## src/dual_breathing_led_duty_sequencer_core_assert.svh

```systemverilog
// Assertion macros for the dual breathing LED duty sequencer.
// Needs clk and rst_n in the scope where a macro is used.
`ifndef DUAL_BREATHING_LED_DUTY_SEQUENCER_CORE_ASSERT_SVH
`define DUAL_BREATHING_LED_DUTY_SEQUENCER_CORE_ASSERT_SVH

// Same-cycle implication, checked outside reset.
`define DBLS_ASSERT_NOW(lbl, ante, cons, msg) \
  lbl: assert property (@(posedge clk) disable iff (!rst_n) (ante) |-> (cons)) else $error(msg);

// Next-cycle implication, checked outside reset.
`define DBLS_ASSERT_NEXT(lbl, ante, cons, msg) \
  lbl: assert property (@(posedge clk) disable iff (!rst_n) (ante) |=> (cons)) else $error(msg);

`endif

```

## src/dbls_pkg.sv

```systemverilog
// Shared types, constants and duty functions for the breathing LED sequencer.
// No dependencies.
package dbls_pkg;

  localparam int PHASE_BITS = 16;
  localparam int DIV_BITS   = 8;
  localparam int PEAK_BITS  = 15;
  localparam int DUTY_BITS  = 9;
  localparam int CFG_IDX_BITS  = 3;
  localparam int CFG_DATA_BITS = 16;

  typedef logic [PHASE_BITS-1:0] phase_t;
  typedef logic [DIV_BITS-1:0]   div_t;
  typedef logic [PEAK_BITS-1:0]  peak_t;
  typedef logic [DUTY_BITS-1:0]  duty_t;

  typedef enum logic [CFG_IDX_BITS-1:0] {
    CFG_TICKS_PER_STEP = 3'd0,
    CFG_CYCLE_LENGTH   = 3'd1,
    CFG_RAMP_PEAK      = 3'd2,
    CFG_START_DELAY    = 3'd3,
    CFG_FIRST_PASS_END = 3'd4
  } cfg_idx_t;

  localparam div_t   RST_TICKS_PER_STEP = 8'd100;
  localparam phase_t RST_CYCLE_LENGTH   = 16'd950;
  localparam peak_t  RST_RAMP_PEAK      = 15'd275;
  localparam phase_t RST_START_DELAY    = 16'd450;
  localparam phase_t RST_FIRST_PASS_END = 16'd1350;

  // Widths above 255 fold: high = (w/255) & 1, low = (w-255) & 0xFF.
  // w/255 is exact as ((w+1)*257) >> 16 for 16-bit w; low is (w+1) & 0xFF.
  function automatic duty_t encode_duty(input phase_t w);
    logic [PHASE_BITS:0]   wp1;
    logic [PHASE_BITS+8:0] prod;
    wp1  = {1'b0, w} + (PHASE_BITS+1)'(1);
    prod = {wp1, 8'd0} + {8'd0, wp1};
    if (w > phase_t'(255)) begin
      return {prod[16], wp1[7:0]};
    end
    return {1'b0, w[7:0]};
  endfunction

  // Rise to the peak, fall to zero at twice the peak, hold beyond.
  function automatic duty_t triangle(input phase_t ph, input duty_t held, input peak_t peak);
    phase_t pk;
    phase_t top;
    pk  = phase_t'(peak);
    top = phase_t'({peak, 1'b0});
    if (ph < pk) begin
      return encode_duty(ph);
    end
    if (ph <= top) begin
      return encode_duty(top - ph);
    end
    return held;
  endfunction

endpackage

```

## src/dbls_if.sv

```systemverilog
// Valid/ready channel interfaces for the breathing LED sequencer.
// Depends on dbls_pkg.
interface dbls_in_if;
  logic valid;
  logic ready;
  logic tick;
  modport source (output valid, output tick, input ready);
  modport sink   (input valid, input tick, output ready);
endinterface

interface dbls_out_if;
  logic valid;
  logic ready;
  logic duty_a_high;
  logic [7:0] duty_a_low;
  logic duty_b_high;
  logic [7:0] duty_b_low;
  logic duty_updated;
  modport source (output valid, output duty_a_high, output duty_a_low,
                  output duty_b_high, output duty_b_low, output duty_updated,
                  input ready);
  modport sink   (input valid, input duty_a_high, input duty_a_low,
                  input duty_b_high, input duty_b_low, input duty_updated,
                  output ready);
endinterface

interface dbls_cfg_if;
  logic valid;
  logic ready;
  logic [dbls_pkg::CFG_IDX_BITS-1:0]  index;
  logic [dbls_pkg::CFG_DATA_BITS-1:0] data;
  modport source (output valid, output index, output data, input ready);
  modport sink   (input valid, input index, input data, output ready);
endinterface

```

## src/dual_breathing_led_duty_sequencer_core.sv

```systemverilog
// Dual breathing LED duty sequencer: tick divider, two phase counters, triangle duty.
// Depends on dbls_pkg, dbls_if and dual_breathing_led_duty_sequencer_core_assert.svh.
// Throughput: one tick per cycle unless the output stalls (out_ch.ready low).
// The state update loop is a single registered stage, fed by the input stage.
// Reset (rst_n low, synchronous): config back to defaults, counters zero, first pass
//   set, held duties zero, both pipeline stages empty.
`include "dual_breathing_led_duty_sequencer_core_assert.svh"

module dual_breathing_led_duty_sequencer_core (
  input logic      clk,
  input logic      rst_n,
  dbls_in_if.sink  in_ch,
  dbls_out_if.source out_ch,
  dbls_cfg_if.sink cfg_ch
);

  // Config registers
  dbls_pkg::div_t   ticks_per_step_r;
  dbls_pkg::phase_t cycle_length_r;
  dbls_pkg::peak_t  ramp_peak_r;
  dbls_pkg::phase_t start_delay_r;
  dbls_pkg::phase_t first_pass_end_r;

  // Input stage
  logic s1_valid_r;
  logic tick_r;

  // Sequencer state
  dbls_pkg::div_t   tick_divider_r, tick_divider_nxt;
  dbls_pkg::phase_t phase_a_r, phase_a_nxt;
  dbls_pkg::phase_t phase_b_r, phase_b_nxt;
  dbls_pkg::phase_t shifted_b_r, shifted_b_nxt;
  logic             first_pass_r, first_pass_nxt;
  dbls_pkg::duty_t  held_a_r, held_a_nxt;
  dbls_pkg::duty_t  held_b_r, held_b_nxt;

  // Result stage: payload is the held duties plus the update flag
  logic out_valid_r;
  logic updated_r, updated_nxt;

  logic advance;
  logic in_ready;

  // Stage 1 moves into the result register when that slot is free or draining.
  assign advance  = s1_valid_r && (!out_valid_r || out_ch.ready);
  assign in_ready = !s1_valid_r || advance;
  assign in_ch.ready  = in_ready;
  assign cfg_ch.ready = 1'b1;

  assign out_ch.valid        = out_valid_r;
  assign out_ch.duty_a_high  = held_a_r[8];
  assign out_ch.duty_a_low   = held_a_r[7:0];
  assign out_ch.duty_b_high  = held_b_r[8];
  assign out_ch.duty_b_low   = held_b_r[7:0];
  assign out_ch.duty_updated = updated_r;

  // One tick of the sequencer, in the order the phases are checked and bumped.
  always_comb begin
    tick_divider_nxt = tick_divider_r;
    phase_a_nxt      = phase_a_r;
    phase_b_nxt      = phase_b_r;
    shifted_b_nxt    = shifted_b_r;
    first_pass_nxt   = first_pass_r;
    held_a_nxt       = held_a_r;
    held_b_nxt       = held_b_r;
    updated_nxt      = 1'b0;
    if (tick_r) begin
      // first pass ends on the old phase B value
      if (phase_b_r == first_pass_end_r) begin
        first_pass_nxt = 1'b0;
      end
      if (phase_a_r == cycle_length_r) begin
        phase_a_nxt = '0;
      end
      // phase B only wraps at cycle length once free-running
      if (!first_pass_nxt && phase_b_r == cycle_length_r) begin
        phase_b_nxt = '0;
      end
      if (tick_divider_r == ticks_per_step_r) begin
        tick_divider_nxt = '0;
        phase_a_nxt      = phase_a_nxt + dbls_pkg::PHASE_BITS'(1);
        phase_b_nxt      = phase_b_nxt + dbls_pkg::PHASE_BITS'(1);
      end
      // duties refresh whenever the divider sits at zero
      if (tick_divider_nxt == '0) begin
        updated_nxt = 1'b1;
        held_a_nxt  = dbls_pkg::triangle(phase_a_nxt, held_a_r, ramp_peak_r);
        if (first_pass_nxt) begin
          // before the start delay, shifted B keeps its last value
          if (phase_b_nxt >= start_delay_r) begin
            shifted_b_nxt = phase_b_nxt - start_delay_r;
          end
        end else begin
          shifted_b_nxt = phase_b_nxt;
        end
        held_b_nxt = dbls_pkg::triangle(shifted_b_nxt, held_b_r, ramp_peak_r);
      end
      tick_divider_nxt = tick_divider_nxt + dbls_pkg::DIV_BITS'(1);
    end
  end

  // Config writes
  always_ff @(posedge clk) begin
    if (!rst_n) begin
      ticks_per_step_r <= dbls_pkg::RST_TICKS_PER_STEP;
      cycle_length_r   <= dbls_pkg::RST_CYCLE_LENGTH;
      ramp_peak_r      <= dbls_pkg::RST_RAMP_PEAK;
      start_delay_r    <= dbls_pkg::RST_START_DELAY;
      first_pass_end_r <= dbls_pkg::RST_FIRST_PASS_END;
    end else if (cfg_ch.valid) begin
      case (cfg_ch.index)
        dbls_pkg::CFG_TICKS_PER_STEP: ticks_per_step_r <= cfg_ch.data[7:0];
        dbls_pkg::CFG_CYCLE_LENGTH:   cycle_length_r   <= cfg_ch.data;
        dbls_pkg::CFG_RAMP_PEAK:      ramp_peak_r      <= cfg_ch.data[14:0];
        dbls_pkg::CFG_START_DELAY:    start_delay_r    <= cfg_ch.data;
        dbls_pkg::CFG_FIRST_PASS_END: first_pass_end_r <= cfg_ch.data;
        default: ;
      endcase
    end
  end

  // Input stage
  always_ff @(posedge clk) begin
    if (!rst_n) begin
      s1_valid_r <= 1'b0;
    end else if (in_ready) begin
      s1_valid_r <= in_ch.valid;
    end
  end

  always_ff @(posedge clk) begin
    if (in_ready && in_ch.valid) begin
      tick_r <= in_ch.tick;
    end
  end

  // State and result stage
  always_ff @(posedge clk) begin
    if (!rst_n) begin
      out_valid_r    <= 1'b0;
      updated_r      <= 1'b0;
      tick_divider_r <= '0;
      phase_a_r      <= '0;
      phase_b_r      <= '0;
      shifted_b_r    <= '0;
      first_pass_r   <= 1'b1;
      held_a_r       <= '0;
      held_b_r       <= '0;
    end else begin
      if (advance) begin
        out_valid_r    <= 1'b1;
        updated_r      <= updated_nxt;
        tick_divider_r <= tick_divider_nxt;
        phase_a_r      <= phase_a_nxt;
        phase_b_r      <= phase_b_nxt;
        shifted_b_r    <= shifted_b_nxt;
        first_pass_r   <= first_pass_nxt;
        held_a_r       <= held_a_nxt;
        held_b_r       <= held_b_nxt;
      end else if (out_ch.ready) begin
        out_valid_r <= 1'b0;
      end
    end
  end

  // Checks
  `DBLS_ASSERT_NEXT(a_fp_sticky, !first_pass_r, !first_pass_r, "first pass came back")
  `DBLS_ASSERT_NEXT(a_adv_fills, advance, out_valid_r, "result beat lost")
  `DBLS_ASSERT_NEXT(a_div_restart, advance && tick_r && tick_divider_r == ticks_per_step_r,
    tick_divider_r == dbls_pkg::DIV_BITS'(1), "divider did not restart")
  `DBLS_ASSERT_NEXT(a_idle_hold, advance && !tick_r,
    $stable(phase_a_r) && $stable(tick_divider_r) && !updated_r, "idle beat changed state")

endmodule

```

## src/flat_wrapper.sv

```systemverilog
// flat-port wrapper written by rule: the top's interface ports become plain ports
module dual_breathing_led_duty_sequencer_core_flat 
  (clk, rst_n, in_ch_valid, in_ch_tick, in_ch_ready, out_ch_valid, out_ch_duty_a_high, out_ch_duty_a_low, out_ch_duty_b_high, out_ch_duty_b_low, out_ch_duty_updated, out_ch_ready, cfg_ch_valid, cfg_ch_index, cfg_ch_data, cfg_ch_ready);
  dbls_in_if in_ch_i ();
  dbls_out_if out_ch_i ();
  dbls_cfg_if cfg_ch_i ();
  input logic clk;
  input logic rst_n;
  input wire logic [$bits(in_ch_i.valid)-1:0] in_ch_valid;
  input wire logic [$bits(in_ch_i.tick)-1:0] in_ch_tick;
  output wire logic [$bits(in_ch_i.ready)-1:0] in_ch_ready;
  output wire logic [$bits(out_ch_i.valid)-1:0] out_ch_valid;
  output wire logic [$bits(out_ch_i.duty_a_high)-1:0] out_ch_duty_a_high;
  output wire logic [$bits(out_ch_i.duty_a_low)-1:0] out_ch_duty_a_low;
  output wire logic [$bits(out_ch_i.duty_b_high)-1:0] out_ch_duty_b_high;
  output wire logic [$bits(out_ch_i.duty_b_low)-1:0] out_ch_duty_b_low;
  output wire logic [$bits(out_ch_i.duty_updated)-1:0] out_ch_duty_updated;
  input wire logic [$bits(out_ch_i.ready)-1:0] out_ch_ready;
  input wire logic [$bits(cfg_ch_i.valid)-1:0] cfg_ch_valid;
  input wire logic [$bits(cfg_ch_i.index)-1:0] cfg_ch_index;
  input wire logic [$bits(cfg_ch_i.data)-1:0] cfg_ch_data;
  output wire logic [$bits(cfg_ch_i.ready)-1:0] cfg_ch_ready;
  assign in_ch_i.valid = in_ch_valid;
  assign in_ch_i.tick = in_ch_tick;
  assign in_ch_ready = in_ch_i.ready;
  assign out_ch_valid = out_ch_i.valid;
  assign out_ch_duty_a_high = out_ch_i.duty_a_high;
  assign out_ch_duty_a_low = out_ch_i.duty_a_low;
  assign out_ch_duty_b_high = out_ch_i.duty_b_high;
  assign out_ch_duty_b_low = out_ch_i.duty_b_low;
  assign out_ch_duty_updated = out_ch_i.duty_updated;
  assign out_ch_i.ready = out_ch_ready;
  assign cfg_ch_i.valid = cfg_ch_valid;
  assign cfg_ch_i.index = cfg_ch_index;
  assign cfg_ch_i.data = cfg_ch_data;
  assign cfg_ch_ready = cfg_ch_i.ready;
  dual_breathing_led_duty_sequencer_core u_core (.clk(clk), .rst_n(rst_n), .in_ch(in_ch_i), .out_ch(out_ch_i), .cfg_ch(cfg_ch_i));
endmodule
```

## config.mk

```make
export PLATFORM = sky130hd
export DESIGN_NAME = dual_breathing_led_duty_sequencer_core_flat
export DESIGN_NICKNAME = d
export VERILOG_FILES = /design/src/dbls_pkg.sv /design/src/dbls_if.sv /design/src/dual_breathing_led_duty_sequencer_core.sv /design/src/flat_wrapper.sv
export VERILOG_INCLUDE_DIRS = /design/src /design/src/src
export SDC_FILE = /design/constraint.sdc
export NUM_CORES = 1
export LEC_CHECK = 0
export BUFFER_PORTS_ARGS = -buffer_cell sky130_fd_sc_hd__buf_2
export CAP_MARGIN = 40
export CORE_MARGIN = 5
export CORE_UTILIZATION = 63
export DETAILED_ROUTE_END_ITERATION = 12
export PLACE_DENSITY = 0.81
export SLEW_MARGIN = 20
export SYNTH_ARGS = -nofsm -noshare
export SYNTH_HDL_FRONTEND = slang
export SYNTH_SLANG_ARGS = --single-unit
```

## constraint.sdc

```tcl
create_clock -name clk -period 17.5 [get_ports clk]
set_input_delay 2.625 -clock clk [delete_from_list [all_inputs] [get_ports clk]]
set_output_delay 2.625 -clock clk [all_outputs]
set_load 0.02 [all_outputs]
```

==> results of run 1 <==
state kept, by name, summed over array words and instances (netlist names), 8 cells and up:
| name | count |
|---|---|
| u_core.first_pass_end_r | 16 |
| u_core.phase_a_r | 16 |
| u_core.shifted_b_r | 16 |
| u_core.tick_divider_r | 8 |
| u_core.cycle_length_r | 16 |
| u_core.start_delay_r | 16 |
| u_core.phase_b_r | 16 |
| u_core.held_a_r | 9 |
| u_core.ramp_peak_r | 15 |
| u_core.held_b_r | 9 |
| u_core.ticks_per_step_r | 8 |
final cells by class:
cell class	count	area (um2)
inverters	91	343
multi-input cells	1460	9480
clock inverters	15	179
repair buffers	63	380
well taps	275	344
clock buffers	17	425
fillers	1882	6660
flip-flops and latches	150	3010
routing by layer:
metal,part of all wire (%),vias up,global-route usage [%]
met5,0,-,0
met4,4.7,0,14.1
met3,6.8,138,4.70
met2,46,548,55.6
met1,43,6113,44.4
li1,-,6297,-
critical path, delay by kind of cell (launching register included):
family / cells / cell delay (ps)
AOI/OAI and AO/OA: 12 / 2760
buffers and inverters: 2 / 380
xor gates and xnor gates: 3 / 530
DFF: 1 / 590
and+or+nand+nor: 15 / 3950
adders and majority gates: 5 / 1710
per-stage QoR:
stage	instance area [um2]	utilization, %	power, mW
3_3_place_gp	13500	64.9	0.580
6_report	14200	68.0	0.956
3_5_place_dp	13500	65.1	0.586
4_1_cts	14200	68.0	0.957
5_1_grt	14200	68.0	0.999
2_1_floorplan	13200	-	0.528
where the power goes:
group | internal (mW) | leakage (nW) | switching (mW)
Combinational | 0.0842 | 4.09 | 0.141
Clock | 0.193 | 0.288 | 0.179
Sequential | 0.350 | 1.22 | 0.00890
cell usage in the layout, fill, tap and decap left out, drive strengths merged, types with 6 or more instances in the layout:
master / n
or3: 19
a21oi: 141
buf: 63
nand4: 41
and2: 14
and3: 25
a21boi: 8
dfxtp: 149
o21a: 20
nor4: 19
nor3b: 13
clkinv: 10
a211oi: 30
a211o: 6
clkbuf: 17
o211ai: 18
nor2: 148
mux2i: 17
nor3: 40
nor2b: 16
a21o: 18
nand2b: 25
o311ai: 7
o31ai: 9
or2: 17
nand2: 285
and4: 6
nand3b: 6
a31oi: 10
or4: 10
a22oi: 7
inv: 94
o21ai: 62
xor2: 35
ha: 106
xnor2: 147
nand3: 52
logic make-up (layout without fill, tap and decap cells):
logic type | after synthesis | in the layout
buffers and inverters | 182 | 186
flip-flops | 150 | 150
other | 1 | 1
AO/OA/AOI/OAI | 399 | 399
XOR/XNOR | 182 | 182
multiplexers | 22 | 22
AND/OR/NAND/NOR | 743 | 743
adder cells (fa/ha/maj) | 113 | 113
worst paths after layout:
path | startpoint | endpoint | slack (ps) | cells past startpoint
max | u_core.phase_b_r[2] | u_core.held_b_r[8] | 7560 | 37
min | u_core.out_ch.duty_updated | u_core.out_ch.duty_updated | 460 | 2
max reg2reg | u_core.phase_b_r[2] | u_core.held_b_r[8] | 7560 | 37
min reg2reg | u_core.out_ch.duty_updated | u_core.out_ch.duty_updated | 460 | 2
==> flow_metrics.py, run 1 <==
metrics = {
    "route": {
        "vias": 13096,
        "wl_per_cell_um": 19.7,
        "wl_um": 40800,
        "vias_per_cell": 6.32,
        "drt_iter0_drc": 1128,
        "drtPass1Iterations": 7,
        "route.detailed.drc": 0,
        "drtAntennaViolNets": 0,
    },
    "die": {
        "rows": 53,
        "die_w_um": 155,
        "initial_utilization_pct": 63.5,
        "dieArea_um2": 24000,
        "boundaryPins": 47,
        "coreArea_um2": 20800,
        "die_h_um": 155,
    },
    "global_routing": {
        "antenna_found_initial": 0,
        "grt_pass1_vias": 12344,
        "grt_max_degree": 55,
        "grt_use_total_pct": 33.7,
        "grt_pass1_wl_um": 65500,
        "grt-ovfl-total": 0,
    },
    "power_and_ir_drop": {
        "powerDensity_nw_per_um2": 67.5,
        "leakage_nw": 5.60,
        "peakVddDrop_mv": 0.0631,
    },
    "synthesis": {
        "netlist_instances": 1792,
        "synth_mux_area_share_pct": 1.71,
        "synth_compound_area_share_pct": 20.1,
        "synth_ff_type": "dfxtp_1",
        "synth_top_family_by_area": "simple AND/OR/NAND/NOR gates",
        "yosysMostFrequentCell": "nand2_1",
        "synthSimpleGateAreaFrac_pct": 26.8,
        "synthXorXnorAreaFrac_pct": 12.2,
        "post-synth-top-area-cell": "dfxtp_1",
        "synthArstFlopShare_pct": 0,
        "synth-seq-cells": 150,
        "synth.avg_cell_area_um2": 7.38,
        "syn_nets": 1926,
        "synth.cells.most_frequent": "nand2_1 (285), dfxtp_1 (149), nor2_1 (148), xnor2_1 (144), a21oi_1 (141)",
        "synthTopCellsByArea": "dfxtp_1 (23%), ha_1 (10%), xnor2_1 (9.5%), nand2_1 (8.1%), a21oi_1 (5.3%)",
        "synth_edf_count": 1,
        "synth.distinct_cells": 94,
        "ys_seq_area_share_pct": 22.8,
        "synth_area_um2": 13200,
        "synth_top_area_share_pct": 22.6,
        "synthAdderAreaFrac_pct": 10.8,
        "yosys_warnings": 0,
    },
    "placement": {
        "post-place-ws_ps": 7790,
        "io_buffers": 45,
        "gp_congestion": 1.02,
        "dpl.hpwl_um": 31500,
        "dp_cells": 2038,
    },
    "timing": {
        "fin_setup_tns_ps": 0,
        "min_period_ps": 9940,
        "skew_ps": 15.8,
        "max-slew-margin-rel_pct": 44.3,
        "tightest_slew_ps": 829,
        "fmaxAchievable_mhz": 101,
        "final_max_slew_viol_count": 0,
        "fin_crit_sh_pct": 56.8,
        "postLayoutSetupSlackWorst_ps": 7560,
        "setup_viol": 0,
        "rsz0062_at_grt": "no",
        "hold_viol": 0,
        "whs_ps": 457,
    },
    "worst_setup_path": {
        "critPathMostFrequentCell": "a21oi_1",
        "path_max_fanout": 17,
        "arrival_ps": 10320,
        "slowest_delay_ps": 590,
        "critPathCaptureType": "flip-flop",
        "worstPathRequired_ps": 17890,
        "criticalPathCategory": "flip-flop to flip-flop",
        "crit_slowest_cell": "dfxtp_1",
        "startpoint_type": "flip-flop",
    },
    "clocking": {
        "clockBufferDepth": 2,
        "cts.htree.levels": 4,
        "clock-sinks": 150,
        "clk_pin_slew_worst_paths_ps": 80,
        "cts_tree": "done",
        "clk_latency_ps": 440,
        "post-cts-setup-buffers": 0,
        "numCtsBuffers": 17,
        "root_buffer": "clkbuf_16",
        "cts_resized": 0,
        "cts_hold_buf": 0,
    },
    "finish": {
        "layout.cells.non_filler": 2071,
        "area_growth_pct": 7.11,
        "fin_nets": 1917,
        "drive_above_1_share_pct": 7.63,
        "antenna_cells": 0,
    },
    "outcome": {
        "outcome": "finished clean",
    },
    "min_path": {
        "hold_path.class": "flip-flop to flip-flop",
    },
    "job": {
        "cap_violations": 0,
    },
}
Power figures use the tool's default switching activity.
==> run 2, diff against run 1 <==
==> constraint.sdc (replaced) <==
create_clock -name clk -period 9.4 [get_ports clk]
set_input_delay 1.41 -clock clk [delete_from_list [all_inputs] [get_ports clk]]
set_output_delay 1.41 -clock clk [all_outputs]
set_load 0.02 [all_outputs]
==> flow_metrics.py, run 2 (same netlist as run 1, synthesis figures left out) <==
metrics = {
    "outcome": {
        "outcome": "finished clean",
    },
    "clocking": {
        "root_buffer": "clkbuf_16",
        "clockBufferDepth": 2,
        "cts_tree": "done",
        "cts_hold_buf": 0,
        "numCtsBuffers": 17,
        "clock-sinks": 150,
        "clk_latency_ps": 430,
        "cts.htree.levels": 4,
        "clk_pin_slew_worst_paths_ps": 70,
    },
    "finish": {
        "mostFrequentLayoutCells": "nand2_1 (285), nor2_1 (147), xnor2_1 (144), a21oi_1 (140), dfxtp_1 (139)",
        "n_fill_cell": 1833,
        "postLayoutCellArea_um2": 14200,
        "drive_above_1_share_pct": 8.87,
        "final_common_cell": "nand2_1",
        "final_core_util_pct": 68.2,
        "multi_input_area_um2": 9500,
        "seq_area_um2": 3030,
        "area_growth_pct": 7.47,
        "fin_nets": 1924,
        "layout.cells.non_filler": 2079,
    },
    "die": {
        "initial_utilization_pct": 63.5,
        "dieArea_um2": 24000,
        "coreArea_um2": 20800,
        "boundaryPins": 47,
        "die_w_um": 155,
        "die_h_um": 155,
        "rows": 53,
    },
    "power_and_ir_drop": {
        "peakVddDrop_mv": 0.127,
        "leakage_nw": 5.62,
        "powerDensity_nw_per_um2": 124,
        "total_power_mw": 1.76,
    },
    "route": {
        "vias": 13232,
        "route.detailed.drc": 0,
        "wl_per_cell_um": 19.8,
        "drtAntennaViolNets": 0,
        "drt_iter0_drc": 1292,
        "vias_per_cell": 6.36,
        "wl_um": 41200,
        "drtPass1Iterations": 8,
    },
    "timing": {
        "fmaxAchievable_mhz": 111,
        "fin_setup_tns_ps": 0,
        "final_max_slew_viol_count": 0,
        "max-slew-margin-rel_pct": 43.9,
        "min_period_ps": 8980,
        "skew_ps": 21.5,
        "fin_crit_sh_pct": 95.5,
        "tightest_slew_ps": 833,
        "hold_viol": 0,
        "setup_viol": 0,
    },
    "placement": {
        "dp_cells": 2045,
        "dpl.hpwl_um": 31800,
        "gp_congestion": 1.03,
        "io_buffers": 45,
        "placedInstanceArea_um2": 13600,
    },
    "worst_setup_path": {
        "setup.worst_path.start": "u_core.phase_b_r[2]",
        "worstPathRequired_ps": 9770,
        "crit_slowest_cell": "a222oi_1",
        "slowest_delay_ps": 680,
        "path_max_fanout": 11,
        "critPathCaptureType": "flip-flop",
        "criticalPathCategory": "flip-flop to flip-flop",
        "rr_worst_depth": 35,
        "startpoint_type": "flip-flop",
        "crit-reg2reg-launch": "u_core.phase_b_r[2]",
        "arrival_ps": 9350,
    },
    "min_path": {
        "min_from": "u_core.start_delay_r[11]",
        "hold_path.class": "flip-flop to flip-flop",
        "hold_depth": 2,
    },
    "global_routing": {
        "grt_pass1_vias": 12109,
        "grt-ovfl-total": 0,
        "grt_use_total_pct": 33.4,
        "grt_max_degree": 65,
        "antenna_found_initial": 0,
        "grt_pass1_wl_um": 64500,
    },
    "job": {
        "cap_violations": 0,
    },
}
[run 2: path summary, 6_finish.rpt]
| path | endpoint | slack, ps |
|---|---|---|
| worst min register to register | u_core.start_delay_r[11] | 460 |
| worst max register to register | u_core.held_b_r[8] | 420 |
| worst max-delay path | u_core.held_b_r[8] | 420 |
| worst min-delay path | u_core.start_delay_r[11] | 460 |
[run 2: worst max-delay path, delay by kind of cell (launching register included)]
kind,cells,cell delay [ps]
xor gates and xnor gates,3,510
adders and majority gates,5,1350
buffers and inverters,1,160
AOI/OAI and AO/OA,11,2610
DFF,1,470
and+or+nand+nor,15,3810
[run 2: cell type report]
type | count | share of cell area, %
antenna | 1 | 0.0176
clock buffer | 18 | 3.09
clock inverter | 14 | 0.889
inverter | 91 | 2.41
multi-input combinational | 1460 | 66.9
sequential | 150 | 21.3
tap | 275 | 2.42
timing repair buffer | 70 | 2.99
[run 2: routing by layer]
| layer | track usage, % | vias up | share of wire, % |
|---|---|---|---|
| met3 | 4.95 | 126 | 7.8 |
| li1 | - | 6318 | - |
| met5 | 0 | - | 0 |
| met1 | 44.4 | 6197 | 42 |
| met2 | 53.6 | 591 | 46 |
| met4 | 15.8 | 0 | 4.7 |
[run 2: power by group]
group / total, mW / switching [mW] / leakage, nW / internal [mW]
logic: 0.424 / 0.266 / 4.13 / 0.158
clock network: 0.670 / 0.314 / 0.271 / 0.356
registers: 0.668 / 0.0172 / 1.22 / 0.651
[run 2: what timing repair did]
action / in CTS / in global routing
hold endpoints to repair: 0 / 0
resized for setup: 0 / 15
setup buffers: 0 / 1
setup endpoints to repair: 0 / 1
[run 2: stage by stage]
stage | hold WS (ps) | setup slack [ps]
2_1_floorplan | 431 | 231
3_3_place_gp | 440 | 507
3_5_place_dp | 453 | 174
4_1_cts | 464 | 102
5_1_grt | 473 | -47.3
6_report | 460 | 419
==> run 3, diff against run 2 <==
--- a/config.mk
+++ b/config.mk
@@ -8,7 +8,7 @@
 export LEC_CHECK = 0
 export BUFFER_PORTS_ARGS = -buffer_cell sky130_fd_sc_hd__buf_2
 export CAP_MARGIN = 40
-export CORE_MARGIN = 5
+export CORE_MARGIN = 2
 export CORE_UTILIZATION = 63
 export DETAILED_ROUTE_END_ITERATION = 12
 export PLACE_DENSITY = 0.81
==> flow_metrics.py, run 3 (same netlist as run 1, synthesis figures left out) <==
metrics = {
    "die": {
        "initial_utilization_pct": 64.7,
        "die_h_um": 149,
        "boundaryPins": 47,
        "die_w_um": 149,
        "rows": 52,
        "coreArea_um2": 20400,
        "dieArea_um2": 22200,
    },
    "timing": {
        "fin_crit_sh_pct": 94.8,
        "tightest_slew_ps": 852,
        "fin_setup_tns_ps": 0,
        "rsz0062_at_grt": "no",
        "final_max_slew_viol_count": 0,
        "fmaxAchievable_mhz": 112,
        "whs_ps": 456,
        "skew_ps": 17.0,
        "hold_viol": 0,
        "setup_viol": 0,
        "min_period_ps": 8910,
        "max-slew-margin-rel_pct": 43.2,
    },
    "finish": {
        "mostFrequentLayoutCells": "nand2_1 (285), nor2_1 (147), xnor2_1 (144), a21oi_1 (139), dfxtp_1 (138)",
        "area_growth_pct": 7.63,
        "fin_nets": 1923,
        "antenna_cells": 0,
        "multi_input_area_um2": 9500,
        "seq_area_um2": 3030,
        "drive_above_1_share_pct": 8.99,
        "final_common_cell": "nand2_1",
        "n_fill_cell": 1788,
    },
    "global_routing": {
        "grt-ovfl-total": 0,
        "grt_pass1_vias": 12013,
        "grt_use_total_pct": 36.5,
        "grt_max_degree": 78,
        "grt_pass1_wl_um": 63700,
        "antenna_found_initial": 0,
    },
    "clocking": {
        "cts_hold_buf": 0,
        "clk_latency_ps": 440,
        "cts_resized": 0,
        "cts.htree.levels": 4,
        "root_buffer": "clkbuf_16",
        "numCtsBuffers": 17,
        "clock-sinks": 150,
        "cts_tree": "done",
        "post-cts-setup-buffers": 0,
        "clk_pin_slew_worst_paths_ps": 80,
        "clockBufferDepth": 2,
    },
    "placement": {
        "gp_congestion": 1.03,
        "dpl.hpwl_um": 31000,
        "io_buffers": 45,
    },
    "worst_setup_path": {
        "startpoint_type": "flip-flop",
        "worstPathRequired_ps": 9780,
        "arrival_ps": 9290,
        "critPathCaptureType": "flip-flop",
        "crit_slowest_cell": "or4_1",
        "criticalPathCategory": "flip-flop to flip-flop",
        "rrSetupSlack_ps": 490,
        "path_max_fanout": 7,
        "slowest_delay_ps": 540,
    },
    "power_and_ir_drop": {
        "peakVddDrop_mv": 0.167,
        "total_power_mw": 1.80,
        "p_comb_share_pct": 23.4,
        "clockPowerShare_pct": 39.5,
        "p_seq_share_pct": 37.2,
        "net-switching-power_mw": 0.607,
        "powerDensity_nw_per_um2": 126,
        "p_sw_share_pct": 33.8,
        "leakage_nw": 5.64,
        "p_int_mw": 1.19,
    },
    "route": {
        "vias": 13161,
        "drtAntennaViolNets": 0,
        "wl_per_cell_um": 19.6,
        "vias_per_cell": 6.35,
        "route.detailed.drc": 0,
        "drtPass1Iterations": 6,
        "wl_um": 40600,
        "drt_iter0_drc": 1392,
    },
    "min_path": {
        "hold_path.class": "flip-flop to flip-flop",
    },
    "job": {
        "cap_violations": 0,
    },
    "outcome": {
        "outcome": "finished clean",
    },
}
run 3: cell types whose count changed in the layout (fill, tap and decap cells not counted), moves of 2 or more:
cell        delta
buf_4          -2
clkinv_8       +3
clkinvlp_4     -2
inv_6          -3
inv_8          +2
run 3: final timing paths:
path,from,to,depth (start not counted)
max,u_core.phase_b_r[14],u_core.held_b_r[8],34
min,u_core.start_delay_r[11],u_core.start_delay_r[11],2
max reg2reg,u_core.phase_b_r[14],u_core.held_b_r[8],34
min reg2reg,u_core.start_delay_r[11],u_core.start_delay_r[11],2
run 3: per-layer routing:
metal,GRT usage (%),vias up,part of all wire (%)
met5,0,-,0
met1,47.6,6123,42
met2,59.8,606,45
li1,-,6310,-
met3,5.63,122,8.0
met4,16.5,0,4.5
run 3: power by group through the flow:
stage	clock, mW	combinational [mW]	sequential (mW)
after CTS	0.714	0.410	0.667
final	0.709	0.420	0.668
after detailed placement	0	0.408	0.682
after global placement	0	0.399	0.682
after global routing	0.737	0.462	0.669
after floorplan	0	0.305	0.678
run 3: worst max-delay path: cells and delay by family, from the launching register on:
family / cells / cell delay, ps
fa+ha+maj: 5 / 1720
flops: 1 / 480
compound gates: 12 / 2630
xor+xnor: 3 / 490
simple gates: 14 / 3540
run 3: cell type report:
type | instances | share of cell area [%]
multi-input combinational | 1460 | 66.8
clock buffer | 17 | 2.99
tap | 270 | 2.37
sequential | 150 | 21.3
inverter | 91 | 2.41
clock inverter | 15 | 1.28
timing repair buffer | 69 | 2.90
run 3: stage by stage:
step | setup WS, ps | utilization (%) | cell area, um2 | instances
2_1_floorplan | 231 | - | 13200 | 1792
3_3_place_gp | 346 | 66.4 | 13600 | 2038
3_5_place_dp | 251 | 66.5 | 13600 | 2039
4_1_cts | 177 | 69.4 | 14200 | 2071
5_1_grt | 29.4 | 69.7 | 14200 | 2072
6_report | 486 | 69.7 | 14200 | 2072
